## src/rtl/core/rqhs_pkg.sv

```systemverilog
`timescale 1ns / 1ps
// ----------------------------------------------------------------------------
// rqhs_pkg
// Shared constants, codes and types of the run queue with hand-off and steal.
// ----------------------------------------------------------------------------
package rqhs_pkg;

  // default sizing
  localparam int NumWorkersDef = 8;
  localparam int FifoDepthDef  = 64;
  localparam int TaskBitsDef   = 10;

  // fixed field widths
  localparam int OpW       = 2;
  localparam int WorkerW   = 3;
  localparam int TimeW     = 32;
  localparam int StatusW   = 2;
  localparam int SourceW   = 2;
  localparam int VictimW   = 3;
  localparam int ActW      = 4;
  localparam int CfgIdxW   = 1;
  localparam int CfgDataW  = 32;
  localparam int ScanW     = 7;  // holds 0..127

  // register reset values
  localparam logic [TimeW-1:0] StealAgeRst      = 32'd5000;
  localparam logic [ActW-1:0]  ActiveWorkersRst = 4'd8;

  // register indexes
  localparam logic [CfgIdxW-1:0] REG_STEAL_AGE      = 1'd0;
  localparam logic [CfgIdxW-1:0] REG_ACTIVE_WORKERS = 1'd1;

  // opcodes
  localparam logic [OpW-1:0] OP_ENQ   = 2'd0;
  localparam logic [OpW-1:0] OP_WTAKE = 2'd1;
  localparam logic [OpW-1:0] OP_MTAKE = 2'd2;

  // status codes
  localparam logic [StatusW-1:0] ST_OK     = 2'd0;
  localparam logic [StatusW-1:0] ST_FULL   = 2'd1;
  localparam logic [StatusW-1:0] ST_NOWORK = 2'd2;

  // source codes
  localparam logic [SourceW-1:0] SRC_OWN    = 2'd0;
  localparam logic [SourceW-1:0] SRC_SHARED = 2'd1;
  localparam logic [SourceW-1:0] SRC_STOLEN = 2'd2;
  localparam logic [SourceW-1:0] SRC_MAIN   = 2'd3;

  // FIFO control and status
  typedef struct packed {
    logic push;
    logic pop;
  } fifo_req_t;

  typedef struct packed {
    logic full;
    logic empty;
  } fifo_stat_t;

endpackage

```

## src/rtl/core/rqhs_ram.sv

```systemverilog
`timescale 1ns / 1ps
// ----------------------------------------------------------------------------
// rqhs_ram
// Generic single-write, single-read RAM with registered read data.
// ----------------------------------------------------------------------------
module rqhs_ram #(
  parameter int WIDTH = 10,
  parameter int DEPTH = 64
) (
  input  logic                     clk_i,
  input  logic                     we_i,
  input  logic [$clog2(DEPTH)-1:0] waddr_i,
  input  logic [WIDTH-1:0]         wdata_i,
  input  logic                     re_i,
  input  logic [$clog2(DEPTH)-1:0] raddr_i,
  output logic [WIDTH-1:0]         rdata_o
);

  logic [WIDTH-1:0] mem_q [DEPTH];
  logic [WIDTH-1:0] rdata_q;

  always_ff @(posedge clk_i) begin
    if (we_i) begin
      mem_q[waddr_i] <= wdata_i;
    end
    if (re_i) begin
      rdata_q <= mem_q[raddr_i];
    end
  end

  assign rdata_o = rdata_q;

endmodule

```

## src/rtl/core/rqhs_fifo.sv

```systemverilog
`timescale 1ns / 1ps
// ----------------------------------------------------------------------------
// rqhs_fifo
// Task FIFO: head pointer and fill count over a RAM; registered pop data.
// ----------------------------------------------------------------------------
module rqhs_fifo import rqhs_pkg::*; #(
  parameter int WIDTH = TaskBitsDef,
  parameter int DEPTH = FifoDepthDef
) (
  input  logic             clk_i,
  input  logic             rst_ni,
  input  fifo_req_t        req_i,
  input  logic [WIDTH-1:0] wdata_i,
  output fifo_stat_t       stat_o,
  output logic [WIDTH-1:0] rdata_o
);

  localparam int AW = $clog2(DEPTH);
  localparam int CW = $clog2(DEPTH + 1);
  localparam logic [CW:0]   DepthS = (CW + 1)'(DEPTH);
  localparam logic [AW-1:0] LastA  = AW'(DEPTH - 1);
  localparam logic [CW-1:0] FullC  = CW'(DEPTH);

  logic [AW-1:0] head_q, head_d;
  logic [CW-1:0] count_q, count_d;
  logic [CW:0]   tail_sum;
  logic [AW-1:0] waddr;

  // tail = (head + count) mod DEPTH, sum stays below twice the depth
  assign tail_sum = (CW + 1)'(head_q) + (CW + 1)'(count_q);
  assign waddr    = (tail_sum >= DepthS) ? AW'(tail_sum - DepthS) : AW'(tail_sum);

  always_comb begin
    head_d  = head_q;
    count_d = count_q;
    if (req_i.pop) begin
      head_d = (head_q == LastA) ? '0 : head_q + 1'b1;
    end
    if (req_i.push && !req_i.pop) begin
      count_d = count_q + 1'b1;
    end else if (req_i.pop && !req_i.push) begin
      count_d = count_q - 1'b1;
    end
  end

  always_ff @(posedge clk_i or negedge rst_ni) begin
    if (!rst_ni) begin
      head_q  <= '0;
      count_q <= '0;
    end else begin
      head_q  <= head_d;
      count_q <= count_d;
    end
  end

  assign stat_o.full  = (count_q == FullC);
  assign stat_o.empty = (count_q == '0);

  rqhs_ram #(
    .WIDTH (WIDTH),
    .DEPTH (DEPTH)
  ) u_ram (
    .clk_i   (clk_i),
    .we_i    (req_i.push),
    .waddr_i (waddr),
    .wdata_i (wdata_i),
    .re_i    (req_i.pop),
    .raddr_i (head_q),
    .rdata_o (rdata_o)
  );

endmodule

```

## src/rtl/core/rqhs_age_unit.sv

```systemverilog
`timescale 1ns / 1ps
// ----------------------------------------------------------------------------
// rqhs_age_unit
// Slot age check: (now - stamp) mod 2^32 strictly above the steal age.
// ----------------------------------------------------------------------------
module rqhs_age_unit import rqhs_pkg::*; (
  input  logic [TimeW-1:0] now_i,
  input  logic [TimeW-1:0] stamp_i,
  input  logic [TimeW-1:0] steal_age_i,
  output logic             old_o
);

  logic [TimeW-1:0] age;

  assign age   = now_i - stamp_i;
  assign old_o = (age > steal_age_i);

endmodule

```

## src/rtl/core/run_queue_with_handoff_and_steal.sv

```systemverilog
`timescale 1ns / 1ps
// ----------------------------------------------------------------------------
// run_queue_with_handoff_and_steal
// Task dispatcher: per-worker hand-off slots, shared FIFO, main FIFO, stealing.
// ----------------------------------------------------------------------------
// An item is taken at a rising edge with start_i high and busy_o low; its one
// result appears for exactly one cycle with done_o high and must be captured
// then, as there is no way to hold it off. A new item may be started in the
// cycle that shows done_o. An enqueue, a take from the own slot, an empty
// main take or an unused opcode finishes in the execute state; a take that
// pops either FIFO then passes through the pop-wait state for the registered
// RAM read; a worker take that falls through to stealing scans from slot 0
// upward until a slot is stolen or n slots are checked, n being
// min(active_workers, NUM_WORKERS), making one age compare per slot per cycle
// through the shared age unit. No clearing pass after reset; FIFO RAMs are tracked by fill count.
// ----------------------------------------------------------------------------
module run_queue_with_handoff_and_steal import rqhs_pkg::*; #(
  parameter int NUM_WORKERS = NumWorkersDef,
  parameter int FIFO_DEPTH  = FifoDepthDef,
  parameter int TASK_BITS   = TaskBitsDef
) (
  input  logic                 clk_i,
  input  logic                 rst_ni,
  // command channel
  input  logic                 start_i,
  output logic                 busy_o,
  input  logic [OpW-1:0]       opcode_i,
  input  logic [TASK_BITS-1:0] task_id_i,
  input  logic                 to_main_i,
  input  logic                 from_worker_i,
  input  logic [WorkerW-1:0]   worker_i,
  input  logic [TimeW-1:0]     now_time_i,
  // result channel
  output logic                 done_o,
  output logic [StatusW-1:0]   status_o,
  output logic [TASK_BITS-1:0] out_task_o,
  output logic [SourceW-1:0]   source_o,
  output logic [VictimW-1:0]   victim_o,
  // configuration
  input  logic                 cfg_we_i,
  input  logic [CfgIdxW-1:0]   cfg_idx_i,
  input  logic [CfgDataW-1:0]  cfg_wdata_i
);

  localparam int SW = (NUM_WORKERS > 1) ? $clog2(NUM_WORKERS) : 1;
  localparam logic [ScanW-1:0] NwV = ScanW'(NUM_WORKERS);

  // sequencer states
  localparam logic [1:0] S_IDLE    = 2'd0;
  localparam logic [1:0] S_EXEC    = 2'd1;
  localparam logic [1:0] S_SCAN    = 2'd2;
  localparam logic [1:0] S_POPWAIT = 2'd3;

  logic [1:0] state_q, state_d;

  // latched item
  logic [OpW-1:0]       op_q;
  logic [TASK_BITS-1:0] task_q;
  logic                 to_main_q;
  logic                 from_worker_q;
  logic [WorkerW-1:0]   worker_q;
  logic [TimeW-1:0]     now_q;

  // config
  logic [TimeW-1:0] steal_age_q;
  logic [ActW-1:0]  active_q;

  // hand-off slots
  logic [NUM_WORKERS-1:0] slot_valid_q;
  logic [TASK_BITS-1:0]   slot_task_q  [NUM_WORKERS];
  logic [TimeW-1:0]       slot_stamp_q [NUM_WORKERS];

  // scan and pending pop source
  logic [ScanW-1:0]   scan_q, scan_d;
  logic [SourceW-1:0] pend_q, pend_d;

  // result registers
  logic                 done_q;
  logic [StatusW-1:0]   status_q;
  logic [TASK_BITS-1:0] out_task_q;
  logic [SourceW-1:0]   source_q;
  logic [VictimW-1:0]   victim_q;

  // finishing values
  logic                 fin;
  logic [StatusW-1:0]   fin_status;
  logic [TASK_BITS-1:0] fin_task;
  logic [SourceW-1:0]   fin_source;
  logic [VictimW-1:0]   fin_victim;

  // slot control
  logic          slot_wr;
  logic          slot_clr;
  logic [SW-1:0] w_idx;
  logic [SW-1:0] rd_idx;
  logic          has_slot;
  logic [ScanW-1:0] wk_ext;
  logic [ScanW-1:0] scan_lim;
  logic [TASK_BITS-1:0] rd_task;
  logic [TimeW-1:0]     rd_stamp;
  logic                 rd_valid;
  logic                 rd_old;

  // FIFOs
  fifo_req_t            sh_req, mn_req;
  fifo_stat_t           sh_stat, mn_stat;
  logic [TASK_BITS-1:0] sh_wdata;
  logic [TASK_BITS-1:0] sh_rdata, mn_rdata;

  assign wk_ext   = ScanW'(worker_q);
  assign has_slot = (wk_ext < NwV);
  assign w_idx    = wk_ext[SW-1:0];
  assign scan_lim = (ScanW'(active_q) > NwV) ? NwV : ScanW'(active_q);

  // single slot read port: own slot while executing, scan pointer otherwise
  assign rd_idx   = (state_q == S_EXEC) ? w_idx : scan_q[SW-1:0];
  assign rd_task  = slot_task_q[rd_idx];
  assign rd_stamp = slot_stamp_q[rd_idx];
  assign rd_valid = slot_valid_q[rd_idx];

  rqhs_age_unit u_age (
    .now_i       (now_q),
    .stamp_i     (rd_stamp),
    .steal_age_i (steal_age_q),
    .old_o       (rd_old)
  );

  // --------------------------------------------------------------------------
  // sequencer
  // --------------------------------------------------------------------------
  always_comb begin
    state_d    = state_q;
    scan_d     = scan_q;
    pend_d     = pend_q;
    fin        = 1'b0;
    fin_status = ST_OK;
    fin_task   = '0;
    fin_source = SRC_OWN;
    fin_victim = '0;
    sh_req     = '0;
    mn_req     = '0;
    sh_wdata   = task_q;
    slot_wr    = 1'b0;
    slot_clr   = 1'b0;

    unique case (state_q)
      S_IDLE: begin
        if (start_i) begin
          state_d = S_EXEC;
        end
      end

      S_EXEC: begin
        unique case (op_q)
          OP_ENQ: begin
            fin = 1'b1;
            if (to_main_q) begin
              if (mn_stat.full) begin
                fin_status = ST_FULL;
              end else begin
                mn_req.push = 1'b1;
              end
            end else if (from_worker_q && has_slot) begin
              // new task takes the slot; any occupant goes to the shared FIFO, or is lost if it is full
              slot_wr = 1'b1;
              if (rd_valid) begin
                sh_wdata = rd_task;
                if (sh_stat.full) begin
                  fin_status = ST_FULL;
                end else begin
                  sh_req.push = 1'b1;
                end
              end
            end else begin
              if (sh_stat.full) begin
                fin_status = ST_FULL;
              end else begin
                sh_req.push = 1'b1;
              end
            end
          end

          OP_WTAKE: begin
            if (has_slot && rd_valid) begin
              fin      = 1'b1;
              fin_task = rd_task;
              slot_clr = 1'b1;
            end else if (!sh_stat.empty) begin
              sh_req.pop = 1'b1;
              pend_d     = SRC_SHARED;
              state_d    = S_POPWAIT;
            end else begin
              scan_d  = '0;
              state_d = S_SCAN;
            end
          end

          OP_MTAKE: begin
            if (!mn_stat.empty) begin
              mn_req.pop = 1'b1;
              pend_d     = SRC_MAIN;
              state_d    = S_POPWAIT;
            end else begin
              fin        = 1'b1;
              fin_status = ST_NOWORK;
            end
          end

          default: begin
            fin        = 1'b1;
            fin_status = ST_NOWORK;
          end
        endcase
      end

      S_SCAN: begin
        // lowest-indexed slot old enough wins
        priority if (scan_q >= scan_lim) begin
          fin        = 1'b1;
          fin_status = ST_NOWORK;
        end else if (rd_valid && rd_old) begin
          fin        = 1'b1;
          fin_task   = rd_task;
          fin_source = SRC_STOLEN;
          fin_victim = scan_q[VictimW-1:0];
          slot_clr   = 1'b1;
        end else begin
          scan_d = scan_q + 1'b1;
        end
      end

      S_POPWAIT: begin
        fin        = 1'b1;
        fin_task   = (pend_q == SRC_MAIN) ? mn_rdata : sh_rdata;
        fin_source = pend_q;
      end

      default: begin
        state_d = S_IDLE;
      end
    endcase

    if (fin) begin
      state_d = S_IDLE;
    end
  end

  // --------------------------------------------------------------------------
  // control registers
  // --------------------------------------------------------------------------
  always_ff @(posedge clk_i or negedge rst_ni) begin
    if (!rst_ni) begin
      state_q      <= S_IDLE;
      scan_q       <= '0;
      pend_q       <= SRC_OWN;
      done_q       <= 1'b0;
      slot_valid_q <= '0;
    end else begin
      state_q <= state_d;
      scan_q  <= scan_d;
      pend_q  <= pend_d;
      done_q  <= fin;
      if (slot_wr) begin
        slot_valid_q[rd_idx] <= 1'b1;
      end else if (slot_clr) begin
        slot_valid_q[rd_idx] <= 1'b0;
      end
    end
  end

  always_ff @(posedge clk_i or negedge rst_ni) begin
    if (!rst_ni) begin
      steal_age_q <= StealAgeRst;
      active_q    <= ActiveWorkersRst;
    end else if (cfg_we_i) begin
      if (cfg_idx_i == REG_STEAL_AGE) begin
        steal_age_q <= cfg_wdata_i;
      end else if (cfg_idx_i == REG_ACTIVE_WORKERS) begin
        active_q <= cfg_wdata_i[ActW-1:0];
      end
    end
  end

  // --------------------------------------------------------------------------
  // payload registers
  // --------------------------------------------------------------------------
  always_ff @(posedge clk_i) begin
    if (state_q == S_IDLE && start_i) begin
      op_q          <= opcode_i;
      task_q        <= task_id_i;
      to_main_q     <= to_main_i;
      from_worker_q <= from_worker_i;
      worker_q      <= worker_i;
      now_q         <= now_time_i;
    end
    if (slot_wr) begin
      slot_task_q[rd_idx]  <= task_q;
      slot_stamp_q[rd_idx] <= now_q;
    end
    if (fin) begin
      status_q   <= fin_status;
      out_task_q <= fin_task;
      source_q   <= fin_source;
      victim_q   <= fin_victim;
    end
  end

  // --------------------------------------------------------------------------
  // FIFOs
  // --------------------------------------------------------------------------
  rqhs_fifo #(
    .WIDTH (TASK_BITS),
    .DEPTH (FIFO_DEPTH)
  ) u_shared_fifo (
    .clk_i   (clk_i),
    .rst_ni  (rst_ni),
    .req_i   (sh_req),
    .wdata_i (sh_wdata),
    .stat_o  (sh_stat),
    .rdata_o (sh_rdata)
  );

  rqhs_fifo #(
    .WIDTH (TASK_BITS),
    .DEPTH (FIFO_DEPTH)
  ) u_main_fifo (
    .clk_i   (clk_i),
    .rst_ni  (rst_ni),
    .req_i   (mn_req),
    .wdata_i (task_q),
    .stat_o  (mn_stat),
    .rdata_o (mn_rdata)
  );

  assign busy_o     = (state_q != S_IDLE);
  assign done_o     = done_q;
  assign status_o   = status_q;
  assign out_task_o = out_task_q;
  assign source_o   = source_q;
  assign victim_o   = victim_q;

endmodule

```

## config.mk

```make
export PLATFORM = sky130hd
export DESIGN_NAME = run_queue_with_handoff_and_steal
export DESIGN_NICKNAME = d
export VERILOG_FILES = /design/src/rtl/core/rqhs_pkg.sv /design/src/rtl/core/rqhs_ram.sv /design/src/rtl/core/rqhs_fifo.sv /design/src/rtl/core/rqhs_age_unit.sv /design/src/rtl/core/run_queue_with_handoff_and_steal.sv
export SDC_FILE = /design/constraint.sdc
export NUM_CORES = 2
export LEC_CHECK = 0
export BUFFER_PORTS_ARGS = -buffer_cell sky130_fd_sc_hd__clkbuf_2
export CAP_MARGIN = 25
export CORE_ASPECT_RATIO = 0.75
export CORE_UTILIZATION = 48
export CTS_CLUSTER_SIZE = 12
export DETAILED_ROUTE_END_ITERATION = 7
export PLACE_DENSITY = 0.66
export SLEW_MARGIN = 20
export SYNTH_ARGS = -nofsm -noshare
export SYNTH_HDL_FRONTEND = slang
export SYNTH_SLANG_ARGS = --single-unit
```

## constraint.sdc

```tcl
create_clock -name clk_i -period 6.9 [get_ports clk_i]
set_input_delay 1.38 -clock clk_i [delete_from_list [all_inputs] [get_ports clk_i]]
set_output_delay 1.38 -clock clk_i [all_outputs]
set_load 0.03 [all_outputs]
```

==> impl_metrics.tcl <==
set metrics [dict create \
    outcome "completed" \
    tightest_slew_ns 1.10 \
    fill_cells 10978 \
    cts.hold.buffers_added 0 \
    finalInstanceArea_um2 79800 \
    power_per_cell_area_nw_per_um2 413 \
    ant_nets 0 \
    setup_viol_count_final 0 \
    stdcell_count 5882 \
    mapped_area_um2 70800 \
    worstSkewPairLatency_ns 0.83 \
    yosysUniqueCellTypes 76 \
    clock-sinks 1784 \
    design.die.area_um2 149000 \
    setup_slack_ns 0.290 \
    worstHoldPathCells 1 \
    maxSlewViolCount 0 \
    grt_overflow_total 0 \
    post_drt_wl_per_cell_um 28.6 \
    critPathKind "reg2reg" \
    max_freq_mhz 151 \
    final_period_minus_worst_setup_slack_ns 6.61 \
    core_area_um2 146000 \
    port_buffers 104 \
    synthDominantAreaCellType "edfxtp_1" \
    globalplace.congestion 0.899 \
    r2r_slack_ns 0.29 \
    internal_power_mw 22.1 \
    drt_iter0_markers 4590 \
    drc_errors 0 \
    tritoncts.num_buffers 173 \
    critical_path_source_type "register" \
    hold_path_startpoint "scan_q[5]" \
    total_leakage_power_nw 25.6 \
    multi_input_comb_area_um2 17100 \
    worst_slew_margin_rel_pct 26.2 \
    clk_pin_slew_worst_paths_ns 0.06 \
    synth_largest_type_area_fraction_pct 72.2 \
    p_switching_mw 10.9 \
    power.ir.vdd_worst_v 0.000299 \
    die_height_um 335 \
    leading_cell_types_in_the_layout_fill_and_taps_excluded "1702 x edfxtp_1, 420 x mux4_2, 193 x nor2_1" \
    ctsLongestPathBuffers 3 \
    layout-drive-gt1-share_pct 25.1 \
    seqCellArea_um2 53200 \
    setup.worst_path.end_class "register" \
    design.portCount 105 \
    rr_endpoint "out_task_o[2]" \
    cts-root-buf "clkbuf_16" \
    finalClockSkew_ns 0.0457 \
    critPathMaxFanout 20 \
    synth_area_per_cell_um2 20.0 \
    routed_via_density 6.10 \
    leading_cell_type_in_the_layout_fill_and_taps_excluded "edfxtp_1" \
    tritoncts "yes" \
    ff2ff_path_depth 27 \
    seq_power_share_pct 40.1 \
    place_worst_setup_slack_ns -0.239 \
    grt_start_max_net_pins 87 \
    floorplan.rows 121 \
    critical_path_data_required_time_ns 7.41 \
    wl_um 168000 \
    yosys_warnings 0 \
    ys_top_cells_by_area "edfxtp_1 72%, mux4_2 13%, dfrtp_1 2.7%" \
    clock_power_share_pct 26.7 \
    antenna_found_initial 12 \
    drt_first_pass_iters 6 \
    globalRouteTotalUtil_pct 22.6 \
    dp_hpwl_um 105000 \
    async_flop_share_pct 4.60 \
    swShare_pct 32.9 \
    num-nets-final 4008 \
    initial_utilization_pct 48.6 \
    fp.dieW_um 445 \
    yosys_most_used_dff "edfxtp_1" \
    syn_nets 3735 \
    final_util_pct 54.7 \
    placed_area_um2 74200 \
    hold_path_end "scan_q[5]" \
    hold_viol_final 0 \
    power.combinational.fraction_pct 33.3 \
    worst_r2r_startpoint "state_q[1]" \
    vias 35865 \
    synthToLayoutAreaGrowth_pct 12.7 \
    cts_max_level 4 \
    hold_class "reg2reg" \
    timing.max_cap.violations 0 \
    synth_enable_flop_cells 1702 \
    first_global_vias 34719 \
    wire_length_of_the_first_global_routing_pass_um 244000 \
    placed_cells 5567 \
    yosys_register_bits 1784 \
    syn_inst 3544 \
    final_min_period_over_clock_period_pct 95.8 \
    seq_area_frac_synth_pct 75.1 \
    arrival_ns 7.12 \
]
[synth_stat cells, types with 3 or more instances]
cell      number
a221oi_1      10
edfxtp_1    1702
clkbuf_1      75
a21boi_0       3
and4_1         8
nor2_1       217
o211ai_1      10
nor2b_1       12
mux2_2        10
o21a_1         7
a211oi_1       5
and3_1        17
or3_1          6
dfrtp_1       76
inv_1         67
nand2_1      134
o22ai_1      113
buf_2         45
o21ai_0       75
buf_1         22
o21bai_1       9
and2_1        13
nand3_1       28
dfstp_2        6
a31oi_1       17
a21oi_1       61
or4_1         10
nand4_1       12
mux2i_1       21
nor3_1        10
or2_2          8
fa_1           5
mux4_2       420
a21o_1        27
buf_4          7
xor2_1        17
a22oi_1       37
ha_1         100
nand2b_1      12
xnor2_1       46
o31ai_1        5
a22o_1        11
[power groups by stage]
| stage | Combinational, mW | Clock (mW) | Sequential (mW) |
|---|---|---|---|
| after floorplan | 7.23 | 0 | 13.3 |
| after global placement | 10.6 | 0 | 13.4 |
| after detailed placement | 10.7 | 0 | 13.4 |
| after CTS | 10.8 | 8.93 | 13.2 |
| after global routing | 11.8 | 9.30 | 13.3 |
| final | 11.0 | 8.79 | 13.2 |
[cell families (layout without fill, tap and decap cells)]
group | Yosys count | count (layout) | share of synthesized area, %
flops | 1784 | 1784 | 75.1
simple gates | 502 | 502 | 3.21
mux | 453 | 453 | 13.9
compound gates | 419 | 419 | 3.86
buf+inv | 218 | 587 | 1.28
fa+ha+maj | 105 | 105 | 1.91
xor+xnor | 63 | 63 | 0.779
other cells | 0 | 1 | 0
[layer usage]
layer / track usage, % / up-vias / share of wire [%]
li1: - / 15099 / -
met1: 35.5 / 18808 / 44
met2: 31.7 / 1757 / 44
met3: 5.75 / 193 / 10
met4: 5.66 / 8 / 1.9
met5: 0 / - / 0.073
[flip-flops by register name, summed over array words and instances, names as in the netlist, 4 cells and up, named ones only]
register	flops
u_main_fifo.u_ram.mem_q	640
u_shared_fifo.count_q	7
slot_task_q	80
scan_q	7
u_main_fifo.head_q	6
out_task_o	10
u_shared_fifo.u_ram.mem_q	640
u_shared_fifo.u_ram.rdata_o	10
u_main_fifo.u_ram.rdata_o	10
u_shared_fifo.head_q	6
steal_age_q	32
slot_stamp_q	256
now_q	32
u_main_fifo.count_q	7
active_q	4
task_q	10
[how the worst max path moves through the flow]
| stage | depth (start not counted) | startpoint | to |
|---|---|---|---|
| after detailed placement | 28 | state_q[1] | out_task_o[5] |
| after floorplan | 27 | state_q[1] | out_task_o[0] |
| after global placement | 27 | state_q[1] | out_task_o[7] |
| after global routing | 28 | state_q[1] | state_q[0] |
| after CTS | 28 | state_q[1] | out_task_o[5] |
| final | 27 | state_q[1] | out_task_o[2] |
[cell type report]
type / count / area share, %
tap: 1968 / 3.08
clock buffer: 246 / 5.97
timing repair buffer: 248 / 2.16
clock inverter: 25 / 0.389
antenna: 1 / 0.00313
multi-input combinational: 1542 / 21.4
inverter: 68 / 0.320
sequential: 1784 / 66.6
[worst max-delay path, cell delays in order (launching register included)]
cell and delay, ns:
dfrtp_1 0.41, inv_1 0.09, ha_1 0.17, buf_4 0.22, mux2i_4 0.38, buf_4 0.17
mux2_2 0.31, o22ai_1 0.20, a211oi_1 0.12, ha_1 0.23, fa_1 0.44, nand2b_1 0.19
a21oi_1 0.24, o21ai_1 0.19, o221ai_2 0.33, a21oi_4 0.13, o22ai_2 0.20, a21oi_1 0.09
o311ai_0 0.31, ha_1 0.30, and4_1 0.21, nand3_1 0.13, nor3_1 0.07, buf_4 0.16
a311oi_4 0.37, o22ai_2 0.23, a21oi_2 0.22, buf_12 0.19
[what timing repair did]
action / CTS / global route
resized for setup: 9 / 30
setup endpoints to repair: 46 / 47
buffers inserted: 0 / 10
pin swaps: 0 / 2
[per-stage QoR]
step	total power [mW]	hold WS [ns]	TNS [ns]
after floorplan	20.5	0.446	0
after global placement	24.0	0.465	-0.117
after detailed placement	24.1	0.468	-6.75
after CTS	32.9	0.487	0
after global routing	34.4	0.511	-0.419
final	33.0	0.480	0
(Power assumes the default switching activity.)
